--- src/hdl/mcpf_pkg.sv ---
package mcpf_pkg;

  localparam int PIPE_ID_W = 4;
  localparam int MAX_IDS   = 16;
  localparam int QDEPTH    = 4;
  localparam int QPW       = $clog2(QDEPTH);
  localparam int QCW       = $clog2(QDEPTH + 1);

  typedef enum logic [2:0] {
    MODE_ALLOC    = 3'd0,
    MODE_WRITE    = 3'd1,
    MODE_READ     = 3'd2,
    MODE_CLOSE_RD = 3'd3,
    MODE_CLOSE_WR = 3'd4
  } mode_t;

  typedef enum logic [1:0] {
    ST_OK      = 2'd0,
    ST_EMPTY   = 2'd1,
    ST_FULL    = 2'd2,
    ST_NO_FREE = 2'd3
  } status_t;

  // classified operation handed from front to back
  typedef struct packed {
    logic                 valid;
    status_t              status;
    logic [PIPE_ID_W-1:0] grant;
    logic                 eor;
    logic                 rd_ok;
  } fe_stage_t;

  typedef struct packed {
    status_t              status;
    logic [7:0]           data;
    logic [PIPE_ID_W-1:0] grant;
    logic                 eor;
  } result_t;

endpackage

--- src/hdl/mcpf_if.sv ---
interface mcpf_in_if;
  logic       valid;
  logic       ready;
  logic [2:0] mode;
  logic [3:0] pipe_id;
  logic [7:0] data_in;
  logic       end_of_request;

  modport source (output valid, mode, pipe_id, data_in, end_of_request, input ready);
  modport sink   (input valid, mode, pipe_id, data_in, end_of_request, output ready);
endinterface


--- src/hdl/mcpf_front.sv ---
module mcpf_front
  import mcpf_pkg::*;
#(
  parameter int NUM_PIPES  = 16,
  parameter int PIPE_BYTES = 512,
  localparam int NID = (NUM_PIPES < MAX_IDS) ? NUM_PIPES : MAX_IDS,
  localparam int AW  = (NID * PIPE_BYTES > 1) ? $clog2(NID * PIPE_BYTES) : 1
) (
  input  logic          clk,
  input  logic          rst,
  mcpf_in_if.sink       op,
  input  logic [QCW-1:0] level,
  output fe_stage_t     st,
  output logic          ram_we,
  output logic [AW-1:0] ram_addr,
  output logic [7:0]    ram_wdata
);

  localparam int IW      = (NID > 1) ? $clog2(NID) : 1;
  localparam int SW      = $clog2(PIPE_BYTES);
  localparam int CW      = $clog2(2 * PIPE_BYTES);
  localparam int CNT_MOD = 2 * PIPE_BYTES;
  localparam int PW1     = PIPE_ID_W + 1;

  logic [CW-1:0] rcnt [NID];
  logic [CW-1:0] wcnt [NID];
  logic [NID-1:0] rd_open;
  logic [NID-1:0] wr_open;

  logic          acc;
  logic          present;
  logic [IW-1:0] idx;
  logic [CW-1:0] wc, rc, occ, cnt_sel;
  logic [SW-1:0] slot;
  logic          full, empty;
  logic          any_free;
  logic [IW-1:0] gidx;
  logic          do_write, do_read, do_alloc;
  fe_stage_t     st_next;

  assign acc     = op.valid && op.ready;
  assign op.ready = (QCW'(level) + QCW'(st.valid)) < QCW'(QDEPTH);

  assign present = PW1'(op.pipe_id) < PW1'(NID);
  assign idx     = op.pipe_id[IW-1:0];
  assign wc      = wcnt[idx];
  assign rc      = rcnt[idx];
  assign occ     = (wc >= rc) ? (wc - rc) : (wc - rc + CW'(CNT_MOD));
  assign full    = occ >= CW'(PIPE_BYTES);
  assign empty   = occ == '0;

  assign cnt_sel   = (op.mode == MODE_WRITE) ? wc : rc;
  assign slot      = (cnt_sel >= CW'(PIPE_BYTES)) ? SW'(cnt_sel - CW'(PIPE_BYTES)) : SW'(cnt_sel);
  assign ram_addr  = AW'(idx) * AW'(PIPE_BYTES) + AW'(slot);
  assign ram_wdata = op.data_in;
  assign ram_we    = acc && do_write;

  always_comb begin
    any_free = 1'b0;
    gidx     = '0;
    for (int i = NID - 1; i >= 0; i--) begin
      if (!rd_open[i] && !wr_open[i]) begin
        any_free = 1'b1;
        gidx     = IW'(i);
      end
    end
  end

  always_comb begin
    do_write      = 1'b0;
    do_read       = 1'b0;
    do_alloc      = 1'b0;
    st_next.valid = acc;
    st_next.status = ST_OK;
    st_next.grant = '0;
    st_next.eor   = op.end_of_request;
    st_next.rd_ok = 1'b0;
    case (op.mode)
      MODE_ALLOC: begin
        if (any_free) begin
          do_alloc      = 1'b1;
          st_next.grant = PIPE_ID_W'(gidx);
        end else begin
          st_next.status = ST_NO_FREE;
        end
      end
      MODE_WRITE: begin
        if (!present || full) begin
          st_next.status = ST_FULL;
        end else begin
          do_write = 1'b1;
        end
      end
      MODE_READ: begin
        if (!present || empty) begin
          st_next.status = ST_EMPTY;
        end else begin
          do_read       = 1'b1;
          st_next.rd_ok = 1'b1;
        end
      end
      default: ;
    endcase
  end

  always_ff @(posedge clk) begin
    if (rst) begin
      st.valid <= 1'b0;
      rd_open  <= '0;
      wr_open  <= '0;
      for (int i = 0; i < NID; i++) begin
        rcnt[i] <= '0;
        wcnt[i] <= '0;
      end
    end else begin
      st <= st_next;
      if (acc) begin
        case (op.mode)
          MODE_ALLOC: begin
            if (do_alloc) begin
              rcnt[gidx]    <= '0;
              wcnt[gidx]    <= '0;
              rd_open[gidx] <= 1'b1;
              wr_open[gidx] <= 1'b1;
            end
          end
          MODE_WRITE: begin
            if (do_write) begin
              wcnt[idx] <= (wc == CW'(CNT_MOD - 1)) ? '0 : wc + 1'b1;
            end
          end
          MODE_READ: begin
            if (do_read) begin
              rcnt[idx] <= (rc == CW'(CNT_MOD - 1)) ? '0 : rc + 1'b1;
            end
          end
          MODE_CLOSE_RD: begin
            if (present) begin
              rd_open[idx] <= 1'b0;
            end
          end
          MODE_CLOSE_WR: begin
            if (present) begin
              wr_open[idx] <= 1'b0;
            end
          end
          default: ;
        endcase
      end
    end
  end

  a_acc_staged: assert property (@(posedge clk) disable iff (rst)
    acc |=> st.valid)
    else $error("accepted transfer not staged");

  a_rd_ok_status: assert property (@(posedge clk) disable iff (rst)
    (st.valid && st.rd_ok) |-> (st.status == ST_OK))
    else $error("read data flagged on failed read");

endmodule

--- src/flat_wrapper.sv ---
// flat-port wrapper written by rule: the top's interface ports become plain ports
module mcpf_front_flat import mcpf_pkg::*;
#(
  parameter int NUM_PIPES  = 16,
  parameter int PIPE_BYTES = 512,
  localparam int NID = (NUM_PIPES < MAX_IDS) ? NUM_PIPES : MAX_IDS,
  localparam int AW  = (NID * PIPE_BYTES > 1) ? $clog2(NID * PIPE_BYTES) : 1
)
  (clk, rst, level, st, ram_we, ram_addr, ram_wdata, op_valid, op_mode, op_pipe_id, op_data_in, op_end_of_request, op_ready);
  mcpf_in_if op_i ();
  input  logic clk;
  input  logic rst;
  input  logic [QCW-1:0] level;
  output fe_stage_t st;
  output logic ram_we;
  output logic [AW-1:0] ram_addr;
  output logic [7:0] ram_wdata;
  input wire logic [$bits(op_i.valid)-1:0] op_valid;
  input wire logic [$bits(op_i.mode)-1:0] op_mode;
  input wire logic [$bits(op_i.pipe_id)-1:0] op_pipe_id;
  input wire logic [$bits(op_i.data_in)-1:0] op_data_in;
  input wire logic [$bits(op_i.end_of_request)-1:0] op_end_of_request;
  output wire logic [$bits(op_i.ready)-1:0] op_ready;
  assign op_i.valid = op_valid;
  assign op_i.mode = op_mode;
  assign op_i.pipe_id = op_pipe_id;
  assign op_i.data_in = op_data_in;
  assign op_i.end_of_request = op_end_of_request;
  assign op_ready = op_i.ready;
  mcpf_front #(.NUM_PIPES(NUM_PIPES), .PIPE_BYTES(PIPE_BYTES)) u_core (.clk(clk), .rst(rst), .op(op_i), .level(level), .st(st), .ram_we(ram_we), .ram_addr(ram_addr), .ram_wdata(ram_wdata));
endmodule
--- config.mk ---
export PLATFORM = sky130hd
export DESIGN_NAME = mcpf_front_flat
export DESIGN_NICKNAME = d
export VERILOG_FILES = /design/src/hdl/mcpf_pkg.sv /design/src/hdl/mcpf_if.sv /design/src/hdl/mcpf_front.sv /design/src/flat_wrapper.sv
export SDC_FILE = /design/constraint.sdc
export NUM_CORES = 1
export LEC_CHECK = 0
export BUFFER_PORTS_ARGS = -buffer_cell sky130_fd_sc_hd__buf_4
export CORE_ASPECT_RATIO = 1.1
export CORE_UTILIZATION = 45
export DETAILED_ROUTE_END_ITERATION = 7
export GPL_TIMING_DRIVEN = 0
export PLACE_DENSITY_LB_ADDON = 0.3
export SYNTH_ARGS = -nofsm -noshare
export SYNTH_HDL_FRONTEND = slang
export SYNTH_SLANG_ARGS = --single-unit
--- constraint.sdc ---
create_clock -name clk -period 9.9 [get_ports clk]
set_input_delay 0.99 -clock clk [delete_from_list [all_inputs] [get_ports clk]]
set_output_delay 0.99 -clock clk [all_outputs]
set_load 0.1 [all_outputs]
## Word level (Yosys, flattened, before mapping)

Memory sizes are Yosys's and may differ from the RTL's.
Cells that the tools add are included.

- Register bits after elaboration: 41
- Bits in writable memories: 320
- Input port bits: 22
- Memories: 2

Memory list:

| memory | depth | width | rd ports | clocked after memory_dff | wr ports | line | source |
|---|---|---|---|---|---|---|---|
| u_core.rcnt | 16 | 10 | 1 | 0 | 16 | mcpf_front.sv:25 | `logic [CW-1:0] rcnt [NID];` |
| u_core.wcnt | 16 | 10 | 1 | 0 | 16 | mcpf_front.sv:26 | `logic [CW-1:0] wcnt [NID];` |

- $add $sub $neg: 6
- Magnitude comparators: 7
- Equal/unequal tests: 7
- Mux-type cells: 83
- Bitwise gates (word level): 5
- Reductions and logical operators: 63

Operators with widths:

| cell | count |
|---|---|
| $mux 4 | 20 |
| $mux 10 | 7 |
| $pmux 16 s2 | 2 |
| $mux 1 | 46 |
| $reduce_or 10->1 | 4 |
| $and 16x16->16 | 2 |
| $logic_not 1->1 | 32 |
| $mux 16 | 2 |
| $or 16x16->16 | 2 |
| $add 10x1->10 const B | 2 |
| $eq 10x10->1 const B | 2 |
| $ge 10x10->1 const B | 2 |
| $logic_and 1x1->1 | 20 |
| $not 16->16 | 1 |
| $add 13x9->13 | 1 |
| $logic_not 10->1 | 1 |
| $lt 4x5->1 const B | 2 |
| $sub 10x10->10 | 1 |
| $mux 9 | 1 |
| $sub 9x1->9 const B | 1 |
| $demux 1 s4 | 2 |
| $ge 4x1->1 const B | 2 |
| $eq 3x2->1 const B | 2 |
| $pmux 2 s3 | 1 |
| other kinds (10) | 13 |

## Depth between registers and ports, before layout

- Depth after elaboration: 28
- Mapped depth: 20
- Depth with buffers taken out: 13

## Worst setup path before layout

OpenSTA, ideal clock, no wires.

- Path type: input port to output port
- Start: input op_pipe_id[0]
- End: output ram_we
- Data arrival time: 6.059 ns
- Required time: 8.910 ns
- Path slack: 2.851 ns
- Stages: 12
- Buffers on the path: 4
- Cells stage by stage: buf_4 buf_6 buf_4 buf_2 mux4_2 mux4_2 ha_1 and2_1 a221o_1 nor2_1 xnor2_1 nor3_1

- Longest elaborated chain between the ends: 6

Ends and longest elaborated chain:

| item | line | source |
|---|---|---|
| start: declaration | flat_wrapper.sv:20 | `input wire logic [$bits(op_i.pipe_id)-1:0] op_pipe_id;` |
| $mem_v2 16x10, on equally long branches | -- |  |
| $sub 10x10->10 * | mcpf_front.sv:48 | `assign occ = (wc >= rc) ? (wc - rc) : (wc - rc + CW'(CNT_MOD));` |
| $ge 10x10->1 * | mcpf_front.sv:49 | `assign full = occ >= CW'(PIPE_BYTES);` |
| $mux 1 * | mcpf_front.sv:88 | `if (!present \|\| full) begin` |
| $mux 1 * | mcpf_front.sv:78 | `case (op.mode)` |
| $logic_and 1x1->1 * | mcpf_front.sv:56 | `assign ram_we = acc && do_write;` |
| end: declaration | flat_wrapper.sv:15 | `output logic ram_we;` |

Every way passes the cells marked *; elsewhere a longest branch is shown, timed or not.

==> results.sh <==
export IMPL_crit_path_max_fanout=10
export IMPL_holdCritPathClass="reg2reg"
export IMPL_design_area_um2=19200
export IMPL_ys_seq_area_share_pct=61.4
export IMPL_antenna_cells=0
export IMPL_status="finished, final reports clean"
export IMPL_fin_crit_sh_pct=79.3
export IMPL_antenna_found_initial=0
export IMPL_synthesis_area_um2=17100
export IMPL_cts_reportedPaths_clkPinSlew_ps=60
export IMPL_post_dp_cell_area_um2=18000
export IMPL_grt_ovfl_total=0
export IMPL_die_area_um2=38800
export IMPL_critPathRequiredTime_ps=9980
export IMPL_tns_ps=0
export IMPL_drv_cap=0
export IMPL_synth_edf_count=328
export IMPL_final_util_pct=51.6
export IMPL_cts_sinks=361
export IMPL_wl_per_cell_um=25.3
export IMPL_drt_initial_drc_count=1220
export IMPL_finalHoldViolations=0
export IMPL_seq_area_um2=10500
export IMPL_rsz0062_at_grt="no"
export IMPL_start_util_pct=45.8
export IMPL_setup_viol=0
export IMPL_drc=0
export IMPL_synth_seq_cells=361
export IMPL_cts_max_level=2
export IMPL_async_reset_ff_share_pct=0
export IMPL_final_cells=1948
export IMPL_io_buffers=40
export IMPL_p_leak_uw=0.00632
export IMPL_end_kind="register"
export IMPL_syn_nets=1381
export IMPL_via_per_inst=6.05
export IMPL_grt_use_total_pct=25.9
export IMPL_slew_viol_final=0
export IMPL_drt_total_wl_mm=49.4
export IMPL_hold_buffers=0
export IMPL_grt_pass1_wl_mm=73.0
export IMPL_yosysUniqueCellTypes=60
export IMPL_dp_cells=1882
export IMPL_synth_main_ff_cell="edfxtp_1"
export IMPL_row_count=74
export IMPL_dr_pass1_iters=6
export IMPL_syn_instance_count=1348
export IMPL_boundaryPins=54
export IMPL_root_buffer="clkbuf_16"
export IMPL_fin_skew_ps=17.4
export IMPL_ir_worst_vdd_mv=0.147
export IMPL_die_y_um=206
export IMPL_max_freq_mhz=127
export IMPL_worstSetupStartpointType="primary input"
export IMPL_drtAntennaViolNets=0
export IMPL_drive_gt1_share_pct=19.5
export IMPL_core_um2=37300
export IMPL_routabilityCongestion=0.967
export IMPL_tightestPinTransition_ps=1380
export IMPL_die_x_um=188
export IMPL_fin_nets=1462
export IMPL_post_cts_setup_buffers=0
export IMPL_cts_tree="done"
export IMPL_worst_setup_path_type="in2reg"
export IMPL_slew_headroom_pct=7.77
export IMPL_worstSkewPairLatency_ps=540
export IMPL_vias=11785
export IMPL_arrival_ps=7930
export IMPL_cts_resized=0
export IMPL_grt_max_degree=18
export IMPL_syn_area_per_cell_um2=12.7
export IMPL_cts_made_buffers=39
export IMPL_cts_buffer_depth=3
export IMPL_hpwlAfterDp_mm=34.5
export IMPL_ys_warn_count=0
export IMPL_grt_pass1_vias=11674
export IMPL_multi_input_area_um2=5990
export IMPL_syn2layout_area_growth_pct=12.5
export IMPL_period_minus_slack_ps=7850
export IMPL_fillers=3259
export IMPL_power_density_nw_per_um2=183
worst max-delay path: stages:
cell       delay [ps]
buf_2             270
buf_2             450
buf_2             460
clkbuf_1          920
mux4_2            480
mux4_2            590
ha_1              360
nor2b_1           150
o2111ai_1         290
a21oi_1           200
nor4_1            380
mux2i_1           260
nor4bb_1          190
clkbuf_1          250
a22oi_1          1000
nand2_1           680
cell usage after synthesis, types with 7 or more instances:
master      n  share of area [%]
nor4_1      8               0.29
clkbuf_1   32               0.70
xor2_1      7               0.36
o21ai_0    49                1.4
ha_1       11               0.80
a21oi_1    50                1.5
buf_4      29                1.3
mux4_2     92                 12
xnor2_1    12               0.61
nand2_1   119                2.6
o22ai_1    10               0.37
nor2_1    343                7.5
and2_1      8               0.29
nand3_1    12               0.35
nor2b_1     7               0.26
nand4_1     9               0.33
a22oi_2    13               0.95
dfxtp_1    33                3.9
o21ai_1     7               0.20
nor3_1     33               0.97
inv_1      12               0.26
buf_2      33               0.97
edfxtp_1  328                 58
a22oi_1    16               0.70
flip-flops by register name, indices dropped and copies added, names as in the netlist:
register        count
u_core.st           9
u_core.rcnt       160
u_core.wcnt       160
u_core.wr_open     16
u_core.rd_open     16
cell families after synthesis:
| kind of cell | count (synthesis) | synth area share [%] |
|---|---|---|
| and+or+nand+nor | 569 | 14.0 |
| DFF | 361 | 61.4 |
| AOI/OAI and AO/OA | 175 | 6.64 |
| buffers and inverters | 115 | 3.53 |
| muxes | 97 | 12.4 |
| xor gates and xnor gates | 20 | 1.13 |
| adders and majority gates | 11 | 0.805 |
cells in the final DEF (no fill, tap or decap), types with 4 or more instances in the layout:
master	n
o22ai_1	10
nand4_1	9
ha_1	11
clkbuf_16	42
a21o_1	5
edfxtp_1	328
buf_4	69
clkbuf_1	40
a22oi_2	13
and2_1	8
clkinv_1	8
nand2b_1	4
o21ai_1	7
or2_2	4
a22oi_1	16
nand3_1	12
buf_1	4
o21ai_0	49
xnor2_1	12
a21oi_1	50
nand2_1	119
nor2b_1	7
nor2_1	343
clkinv_2	5
xor2_1	7
mux4_2	92
nor4_1	8
inv_1	12
buf_2	33
nor3_1	33
dfxtp_1	33
or3_1	5
power by group:
part / total [uW] / internal [uW] / switching (uW) / leakage (uW)
registers: 1720 / 1700 / 12.6 / 0.00365
clock network: 1420 / 834 / 581 / 0.000603
logic: 381 / 118 / 263 / 0.00206
worst paths after layout:
path | start | endpoint | slack [ps] | depth (start not counted)
worst max-delay path | op_pipe_id[1] | u_core.wcnt[1][3]$_SDFFCE_PN0P_ | 2050 | 16
worst min-delay path | u_core.rd_open[3]$_SDFFE_PP0P_ | u_core.rd_open[3]$_SDFFE_PP0P_ | 490 | 2
worst max register to register | u_core.wcnt[11][3]$_SDFFCE_PN0P_ | u_core.wcnt[1][3]$_SDFFCE_PN0P_ | 4190 | 12
worst min register to register | u_core.rd_open[3]$_SDFFE_PP0P_ | u_core.rd_open[3]$_SDFFE_PP0P_ | 490 | 2
layout make-up:
type                    instances  area share, %
repair buffers                 40           1.56
multi-input cells             872           31.1
clock inverters                14          0.592
clock buffers                  52           5.76
well taps                     494           3.21
inverters                      14          0.273
plain buffers                 101           2.87
flip-flops and latches        361           54.6
through the flow:
step	hold slack, ps	setup WS [ps]	power (uW)
2_1_floorplan	462	2850	2010
3_3_place_gp	474	1790	2120
3_5_place_dp	480	1670	2130
4_1_cts	487	2190	3520
5_1_grt	525	1760	3600
6_report	488	2050	3510
routing by layer:
layer	up-vias	global-route usage, %	share of wire, %
met2	610	44.8	50
met4	0	14.9	5.8
li1	5137	-	-
met5	-	0	0
met3	169	4.02	7.4
met1	5869	31.1	36
Power figures use the tool's default switching activity.
