--- src/hdl/mcpf_pkg.sv ---
package mcpf_pkg;

  localparam int PIPE_ID_W = 4;
  localparam int MAX_IDS   = 16;
  localparam int QDEPTH    = 4;
  localparam int QPW       = $clog2(QDEPTH);
  localparam int QCW       = $clog2(QDEPTH + 1);

  typedef enum logic [2:0] {
    MODE_ALLOC    = 3'd0,
    MODE_WRITE    = 3'd1,
    MODE_READ     = 3'd2,
    MODE_CLOSE_RD = 3'd3,
    MODE_CLOSE_WR = 3'd4
  } mode_t;

  typedef enum logic [1:0] {
    ST_OK      = 2'd0,
    ST_EMPTY   = 2'd1,
    ST_FULL    = 2'd2,
    ST_NO_FREE = 2'd3
  } status_t;

  // classified operation handed from front to back
  typedef struct packed {
    logic                 valid;
    status_t              status;
    logic [PIPE_ID_W-1:0] grant;
    logic                 eor;
    logic                 rd_ok;
  } fe_stage_t;

  typedef struct packed {
    status_t              status;
    logic [7:0]           data;
    logic [PIPE_ID_W-1:0] grant;
    logic                 eor;
  } result_t;

endpackage

--- src/hdl/mcpf_if.sv ---


interface mcpf_out_if;
  logic       valid;
  logic       ready;
  logic [1:0] status;
  logic [7:0] data_out;
  logic [3:0] granted_pipe;
  logic       request_done;

  modport source (output valid, status, data_out, granted_pipe, request_done, input ready);
  modport sink   (input valid, status, data_out, granted_pipe, request_done, output ready);
endinterface

--- src/hdl/mcpf_back.sv ---
module mcpf_back
  import mcpf_pkg::*;
(
  input  logic           clk,
  input  logic           rst,
  input  fe_stage_t      st,
  input  logic [7:0]     rdata,
  output logic [QCW-1:0] level,
  mcpf_out_if.source     res
);

  result_t        q [QDEPTH];
  logic [QPW-1:0] wptr, rptr;
  logic [QCW-1:0] count;
  logic           push, pop;
  result_t        entry;
  result_t        head;

  assign push  = st.valid;
  assign pop   = res.valid && res.ready;
  assign level = count;

  assign entry.status = st.status;
  assign entry.data   = st.rd_ok ? rdata : '0;
  assign entry.grant  = st.grant;
  assign entry.eor    = st.eor;

  assign head             = q[rptr];
  assign res.valid        = count != '0;
  assign res.status       = head.status;
  assign res.data_out     = head.data;
  assign res.granted_pipe = head.grant;
  assign res.request_done = head.eor;

  always_ff @(posedge clk) begin
    if (push) begin
      q[wptr] <= entry;
    end
  end

  always_ff @(posedge clk) begin
    if (rst) begin
      wptr  <= '0;
      rptr  <= '0;
      count <= '0;
    end else begin
      if (push) begin
        wptr <= wptr + 1'b1;
      end
      if (pop) begin
        rptr <= rptr + 1'b1;
      end
      case ({push, pop})
        2'b10:   count <= count + 1'b1;
        2'b01:   count <= count - 1'b1;
        default: count <= count;
      endcase
    end
  end

  a_no_overflow: assert property (@(posedge clk) disable iff (rst)
    push |-> (count < QCW'(QDEPTH)))
    else $error("result queue overflow");

  a_level_bound: assert property (@(posedge clk) disable iff (rst)
    count <= QCW'(QDEPTH))
    else $error("result queue level out of range");

endmodule

--- src/flat_wrapper.sv ---
// flat-port wrapper written by rule: the top's interface ports become plain ports
module mcpf_back_flat import mcpf_pkg::*;
  (clk, rst, st, rdata, level, res_valid, res_status, res_data_out, res_granted_pipe, res_request_done, res_ready);
  mcpf_out_if res_i ();
  input  logic clk;
  input  logic rst;
  input  fe_stage_t st;
  input  logic [7:0] rdata;
  output logic [QCW-1:0] level;
  output wire logic [$bits(res_i.valid)-1:0] res_valid;
  output wire logic [$bits(res_i.status)-1:0] res_status;
  output wire logic [$bits(res_i.data_out)-1:0] res_data_out;
  output wire logic [$bits(res_i.granted_pipe)-1:0] res_granted_pipe;
  output wire logic [$bits(res_i.request_done)-1:0] res_request_done;
  input wire logic [$bits(res_i.ready)-1:0] res_ready;
  assign res_valid = res_i.valid;
  assign res_status = res_i.status;
  assign res_data_out = res_i.data_out;
  assign res_granted_pipe = res_i.granted_pipe;
  assign res_request_done = res_i.request_done;
  assign res_i.ready = res_ready;
  mcpf_back u_core (.clk(clk), .rst(rst), .st(st), .rdata(rdata), .level(level), .res(res_i));
endmodule
--- config.mk ---
export PLATFORM = sky130hd
export DESIGN_NAME = mcpf_back_flat
export DESIGN_NICKNAME = d
export VERILOG_FILES = /design/src/hdl/mcpf_pkg.sv /design/src/hdl/mcpf_if.sv /design/src/hdl/mcpf_back.sv /design/src/flat_wrapper.sv
export SDC_FILE = /design/constraint.sdc
export NUM_CORES = 1
export LEC_CHECK = 0
export BUFFER_PORTS_ARGS = -buffer_cell sky130_fd_sc_hd__buf_2
export CAP_MARGIN = 20
export CORE_UTILIZATION = 40
export DETAILED_ROUTE_END_ITERATION = 6
export GPL_ROUTABILITY_DRIVEN = 0
export PLACE_DENSITY = 0.58
export SLEW_MARGIN = 10
export SYNTH_ARGS = -nofsm -noshare
export SYNTH_HDL_FRONTEND = slang
export SYNTH_SLANG_ARGS = --single-unit
--- constraint.sdc ---
create_clock -name clk -period 2.5 [get_ports clk]
set_input_delay 0.25 -clock clk [delete_from_list [all_inputs] [get_ports clk]]
set_output_delay 0.25 -clock clk [all_outputs]
set_load 0.03 [all_outputs]
==> After elaboration in Yosys (flattened, before gate mapping) <==
Memories as Yosys holds them, arrays and structs flattened. A register that Yosys moved wholly into a read port is not among the register bits.
Cells that the tools add are included.
Widths: inputs -> output; s select.
{ "word_totals": {"reg_bits": 7, "latch_bits": 0, "mem_bits_rw": 60, "mem_bits_ro": 0, "in_bits": 20, "out_inout_bits": 19, "elab_cells": 19, "memories": 1} }
{ "op_classes": {"addsub": 4, "multipliers": 0, "div": 0, "magnitude_cmp": 0, "eq_ne": 2, "shift": 0, "n_mux": 6, "n_bitwise": 0, "n_reduce_logical": 3} }
{ "mem_list": {"columns": ["name", "words", "width", "rd", "rd_clocked_by_memory_dff", "write_ports", "line_no", "text"], "rows": [
  ["u_core.q", 4, 15, 1, 1, 1, "mcpf_back.sv:12", "result_t q [QDEPTH];"]
]} }
{ "op_table": {"columns": ["cell", "count"], "rows": [
  ["$mux 8", 1],
  ["$pmux 3 s2", 1],
  ["$add 2x1->2 const B", 2],
  ["$mux 2", 2],
  ["$add 3x1->3 const B", 1],
  ["$reduce_bool 3->1", 1],
  ["$sub 3x1->3 const B", 1],
  ["$eq 2x1->1 const B", 1],
  ["$eq 2x2->1 const B", 1],
  ["$mux 1", 2],
  ["$reduce_bool 2->1", 1],
  ["$logic_and 1x1->1", 1]
]} }

==> Depth between registers and ports, before layout <==
Gate-level depths: netlist of the first run.
{ "logic_depth": {"depth_word": 4, "depth_mapped": 7, "ltp_nobuf": 7} }

==> Worst setup path after synthesis of the first run <==
Ideal clock, no wire load.
{ "synth_timing": {"kind": "reg2reg", "startpoint": "reg u_core.count[0] (netlist: u_core.level[0])", "endpoint": "reg u_core.count[2] (netlist: u_core.level[2])", "setup_time_ps": 70, "t_arrival_ps": 1929, "path_slack_ps": 501, "stages_incl_launch_ff": 8, "n_path_buf": 0, "period_less_slack_ps": 1999, "cell_sequence": "dfxtp_1 -> o31a_1 -> ha_1 -> inv_1 -> fa_1 -> xor2_1 -> or3_1 -> a21oi_1"} }
{ "synth_between": {"elab_chain_cells": 4, "word_cells_on_any_way": 8} }
{ "synth_rtl": {"columns": ["item", "line_no", "text"], "rows": [
  ["from (decl)", "mcpf_back.sv:14", "logic [QCW-1:0] count;"],
  ["from (signal assigned)", "mcpf_back.sv:54", "2'b10: count <= count + 1'b1;"],
  ["from (signal assigned)", "mcpf_back.sv:55", "2'b01: count <= count - 1'b1;"],
  ["from (signal assigned)", "mcpf_back.sv:56", "default: count <= count;"],
  ["$reduce_bool 3->1 (*)", "mcpf_back.sv:29", "assign res.valid = count != '0;"],
  ["$logic_and 1x1->1 (*)", "mcpf_back.sv:20", "assign pop = res.valid && res.ready;"],
  ["named net u_core.pop", "mcpf_back.sv:15", "logic push, pop;"],
  ["$eq 2x1->1 or $eq 2x2->1 (tied branches)", "mcpf_back.sv:53", "case ({push, pop})"],
  ["$pmux 3 s2 or $reduce_bool 2->1 (tied branches)", null, null]
]} }
The timed path passes the listed nets; every way through them passes the cells marked *.
A chain may end at the register's enable or synchronous reset.

==> flow_summary.json, run 1 <==
{
  "status": "finished with violations",
  "violations": "DRC",
  "cts_hold_buf": 0,
  "hp-start": "st[5]",
  "drv_cap": 0,
  "via_per_inst": 5.00,
  "multi_input_area_um2": 643,
  "io_pins": 39,
  "clock_skew_ns": 0.00649,
  "antenna_left": 0,
  "core-area_um2": 6420,
  "place_hpwl_um": 2960,
  "port_buffers": 38,
  "row_count": 29,
  "stdcell_area_um2": 3180,
  "seq_area_frac_synth_pct": 73.7,
  "timing.reg2reg.setup_slack_ns": 0.54,
  "grt_use_met2_pct": 23.8,
  "fin_crit_ns": 1.96,
  "period_share_pct": 78.5,
  "drv_slew": 0,
  "syn_to_final_growth_pct": 18.3,
  "clock.fmax_mhz": 509,
  "synth_common_cells": "edfxtp_1 (60), and2_1 (12), mux4_2 (10), dfxtp_1 (9), nor2_1 (8)",
  "first_iter_violations": 86,
  "critPathKind": "register to output port",
  "grt_setup_unrepaired": "false",
  "cts-root-buf": "clkbuf_8",
  "die_area_um2": 7050,
  "drcViolationCount": 8,
  "yosys_warnings": 0,
  "post_cts_resized": 0,
  "finalWorstSetupSlack_ns": 0.536,
  "cts.sinks": 69,
  "r2r_cells": 7,
  "synthMostInstantiatedCell": "edfxtp_1",
  "clkSlewWorstSetupHoldPaths_ns": 0.07,
  "ys_seq_elements": 69,
  "drt_wl_total_um": 4430,
  "start_util_pct": 41.8,
  "routed-via-count": 1329,
  "avgSynthCellArea_um2": 20.2,
  "maxSlewHeadroom_pct": 71.7,
  "ys_top_cells_by_area": "edfxtp_1 (67%), mux4_2 (8.4%), dfxtp_1 (6.7%), mux4_1 (4.9%), and2_1 (2.8%)",
  "pre_cts_slack_ns": 0.532,
  "reg2reg_from": "u_core.level[0]",
  "syn-cell-area_um2": 2690,
  "hold_path_end": "u_core.q[0][4]",
  "required_ns": 2.25,
  "antenna_cells": 0,
  "synth-async-reset-ratio_pct": 0,
  "wl_per_cell_um": 16.7,
  "cts_made_buffers": 9,
  "dp_cells": 250,
  "htreeDepth": 3,
  "synth_edf_count": 60,
  "final_cells": 266,
  "min_path_type": "input port to register",
  "synth.top_cell.area_share_pct": 67.0,
  "setup_viol": 0,
  "synth_area_leader_cell": "edfxtp_1",
  "rr_endpoint": "u_core.level[2]",
  "tightest_slew_ns": 0.419,
  "start_kind": "register",
  "syn-num-nets": 159,
  "grt_antenna_before_repair": 0,
  "arrival_ns": 1.71,
  "synth_cells": 133,
  "grt_use_total_pct": 13.9,
  "drive_above_1_share_pct": 35.4,
  "die_h_um": 84.0,
  "synthFlopType": "edfxtp_1",
  "cp_max_fo": 15,
  "grtUsageMet3_pct": 4.25,
  "tns_ns": 0,
  "first_pass_iters": 6,
  "fill_cells": 535,
  "regArea_um2": 1980,
  "final_util_pct": 49.5,
  "grt-ovfl-total": 0,
  "power_density_nw_per_um2": 953,
  "total_power_mw": 3.03,
  "grt_busiest_layer": "met2",
  "grt_pass1_wl_um": 7050,
  "clk_latency_ns": 0.34,
  "p_leak_nw": 1.15,
  "grt_max_degree": 16,
  "final_nets": 210,
  "place_area_um2": 2980,
  "worst_setup_path_end_kind": "output port",
  "synth_cell_types": 21,
  "use_met1_pct": 15.5,
  "cts_setup_buffers": 0,
  "vdd_ir_drop_max_v": 0.000529,
  "cts_tree": "done",
  "dieWidth_um": 84.0,
  "grt_pass1_vias": 1435,
  "hold_depth": 1,
  "clock_path_buffers": 2,
  "whs_ns": 0.126,
  "hold_viol_final": 0
}
sequential cells by signal, summed over array words and instances (netlist names), named ones only:
signal	flops
u_core.rptr	2
u_core.wptr	2
u_core.level	3
u_core.q	60
report_power, final:
group / total, mW / internal [mW] / switching (mW) / leakage [nW]
registers: 1.39 / 1.34 / 0.0479 / 0.631
clock network: 0.872 / 0.504 / 0.368 / 0.102
logic: 0.772 / 0.298 / 0.474 / 0.421
total: 3.03 / 2.14 / 0.890 / 1.15
kinds of logic (layout without fill, tap and decap cells):
kind of cell	count (synthesis)	count (layout)	synth area share, %
adders and majority gates	6	6	3.07
xor gates and xnor gates	5	5	1.63
and+or+nand+nor	22	22	4.38
AOI/OAI and AO/OA	5	5	1.21
buffers and inverters	10	66	2.33
muxes	16	16	13.6
DFF	69	69	73.7
layout make-up:
cell class,count,share of cell area [%]
Sequential cell,69,62.3
Multi-Input combinational cell,54,20.2
Timing Repair Buffer,44,7.40
Clock buffer,16,6.33
Tap cell,77,3.03
Inverter,6,0.708
per-layer routing:
metal  share of wire [%]  vias up  routed length, µm
li1                    -      620                  -
met1                  38      668               1690
met2                  55       34               2450
met3                 5.4        7                238
met4                 1.2        0                 54
met5                   0        -                  0
how the worst max path moves through the flow:
stage,from,endpoint,slack [ns],cells after the start
6_report,register,res_granted_pipe[1],0.54,3
2_1_floorplan,u_core.level[0],u_core.level[2],0.50,7
3_5_place_dp,u_core.level[0],u_core.level[2],0.53,7
5_1_grt,u_core.level[0],u_core.level[2],0.41,7
4_1_cts,register,res_granted_pipe[1],0.48,3
3_3_place_gp,u_core.level[0],u_core.level[2],0.70,7
cell usage in the layout, fill, tap and decap left out:
cell type / instances
buf_4: 6
or3_1: 2
o311ai_0: 1
a21oi_1: 2
clkbuf_16: 1
inv_1: 6
buf_2: 38
o31a_1: 1
dfxtp_1: 9
edfxtp_1: 60
mux2i_1: 1
mux4_2: 10
and2_1: 12
clkbuf_1: 3
fa_1: 1
mux4_1: 5
ha_1: 5
o21ai_0: 1
nor2_1: 8
xor2_1: 3
xnor2_1: 2
clkbuf_8: 12
worst max-delay path, cell delays in order (launching register included):
cell	delay, ns
dfxtp_1	0.31
buf_4	0.28
mux4_1	0.59
buf_2	0.19
Note: power is estimated with default switching activity, not from simulation.
==> inputs of run 2 (changes only) <==
==> constraint.sdc (replaced) <==
create_clock -name clk -period 1.9 [get_ports clk]
set_input_delay 0.19 -clock clk [delete_from_list [all_inputs] [get_ports clk]]
set_output_delay 0.19 -clock clk [all_outputs]
set_load 0.03 [all_outputs]
==> flow_summary.json, run 2 (same netlist as run 1, synthesis figures left out) <==
{
  "pre_cts_slack_ns": -0.0258,
  "routed-via-count": 1335,
  "stdcell_area_um2": 3220,
  "p_switching_mw": 1.20,
  "largest_reg_flops": 60,
  "clk_latency_ns": 0.32,
  "whs_ns": 0.0809,
  "hold_depth": 1,
  "fill_cells": 535,
  "tns_ns": 0,
  "p_leak_nw": 1.16,
  "path_cells": "o31a_1 > ha_2 > inv_1 > fa_2 > xor2_1 > or3_4 > a21oi_2",
  "tightest_slew_ns": 0.825,
  "drcViolationCount": 2,
  "cts.sinks": 69,
  "min_path_type": "input port to register",
  "start_util_pct": 41.8,
  "row_count": 29,
  "period_share_pct": 99.6,
  "via_per_inst": 4.96,
  "regArea_um2": 1990,
  "hold_viol_final": 0,
  "first_pass_iters": 6,
  "final_util_pct": 50.1,
  "power.internal_mw": 2.86,
  "top_register": "u_core.q",
  "violations": "DRC",
  "final_nets": 213,
  "crit_buf_inv": 1,
  "dieWidth_um": 84.0,
  "final_common_cell": "edfxtp_1",
  "total_power_mw": 4.06,
  "wl_per_cell_um": 16.1,
  "seqPwrFrac_pct": 45.1,
  "first_iter_violations": 65,
  "place_area_um2": 2960,
  "vdd_ir_drop_max_v": 0.00102,
  "start_kind": "register",
  "core-area_um2": 6420,
  "clock_skew_ns": 0.00640,
  "port_buffers": 38,
  "antenna_cells": 0,
  "r2r_cells": 7,
  "grt_pass1_vias": 1387,
  "cp_slowest_cell": "or3_4",
  "drive_above_1_share_pct": 40.1,
  "critPathTopFamily": "adder cells",
  "grt_setup_unrepaired": "true",
  "critPathMaxStageDelay_ns": 0.39,
  "drt_wl_total_um": 4340,
  "status": "finished with violations",
  "startpoint": "u_core.level[0]",
  "cts_made_buffers": 9,
  "clkSlewWorstSetupHoldPaths_ns": 0.07,
  "switching_share_pct": 29.6,
  "cts_tree": "done",
  "die_area_um2": 7050,
  "drv_cap": 0,
  "cts-root-buf": "clkbuf_8",
  "arrival_ns": 2.14,
  "final_cells": 269,
  "reg2reg_from": "u_core.level[0]",
  "final_cell_mix": "edfxtp_1 (60), buf_2 (38), and2_1 (12), mux4_2 (10), clkbuf_8 (9)",
  "grt_pass1_wl_um": 6770,
  "antenna_left": 0,
  "multi_input_area_um2": 657,
  "timing.reg2reg.setup_slack_ns": 0.007,
  "maxSlewHeadroom_pct": 45.0,
  "power_density_nw_per_um2": 1260,
  "rr_endpoint": "u_core.level[2]",
  "cts_hold_buf": 0,
  "worst_setup_path_end_kind": "register",
  "finalWorstSetupSlack_ns": 0.00672,
  "syn_to_final_growth_pct": 19.7,
  "grt_antenna_before_repair": 0,
  "path_depth": 7,
  "io_pins": 39,
  "required_ns": 2.15,
  "grt_max_degree": 16,
  "clock_path_buffers": 2,
  "drv_slew": 0,
  "place_hpwl_um": 2700,
  "grt-ovfl-total": 0,
  "dp_cells": 247,
  "grt_use_total_pct": 13.2,
  "clkPwrFrac_pct": 26.8,
  "die_h_um": 84.0,
  "combPwrFrac_pct": 28.1,
  "setup_viol": 0,
  "htreeDepth": 3,
  "cp_max_fo": 5,
  "critPathKind": "register to register",
  "fin_crit_ns": 1.89,
  "clock.fmax_mhz": 528,
  "endpoint": "u_core.level[2]"
}
==> run 2: cell count changes in the layout (fill, tap and decap cells not counted), sizes merged <==
cell      change
clkinvlp      +1
clkinv        +3
clkbuf        -5
bufinv        +1
buf           +3
==> run 2: repair_timing <==
action                                  4_1_cts  5_1_grt
resized for setup                             3        5
pin swaps                                     1        4
buffers inserted                              2        4
endpoints found under the setup margin       10        3
==> run 2: area by class of cell <==
| type | instances | share of cell area (%) |
|---|---|---|
| flip-flops and latches | 69 | 61.8 |
| multi-input cells | 54 | 20.4 |
| repair buffers | 47 | 8.40 |
| clock buffers | 11 | 4.08 |
| well taps | 77 | 2.99 |
| clock inverters | 5 | 1.59 |
| inverters | 6 | 0.700 |
==> run 2: routing by layer <==
metal | vias to the layer above | global-route usage (%) | wire [µm]
met5 | - | 0 | 0
met4 | 0 | 6.58 | 42
met3 | 5 | 4.35 | 193
met2 | 35 | 23.4 | 2300
met1 | 670 | 14.2 | 1800
li1 | 625 | - | -
==> run 2: power by group through the flow <==
stage	logic (mW)	clock network, mW	registers [mW]
5_1_grt	1.20	1.20	1.84
4_1_cts	1.07	1.13	1.83
6_report	1.14	1.09	1.83
3_5_place_dp	1.01	0	1.86
3_3_place_gp	0.996	0	1.85
2_1_floorplan	0.756	0	1.90
==> run 2: how the worst min path moves through the flow <==
stage,start,end
after floorplan,st[1],u_core.q[0][0]
after global placement,st[5],u_core.q[3][4]
after detailed placement,st[6],u_core.q[2][13]
after CTS,st[4],u_core.q[3][3]
after global routing,st[4],u_core.q[3][3]
final,st[4],u_core.q[0][3]
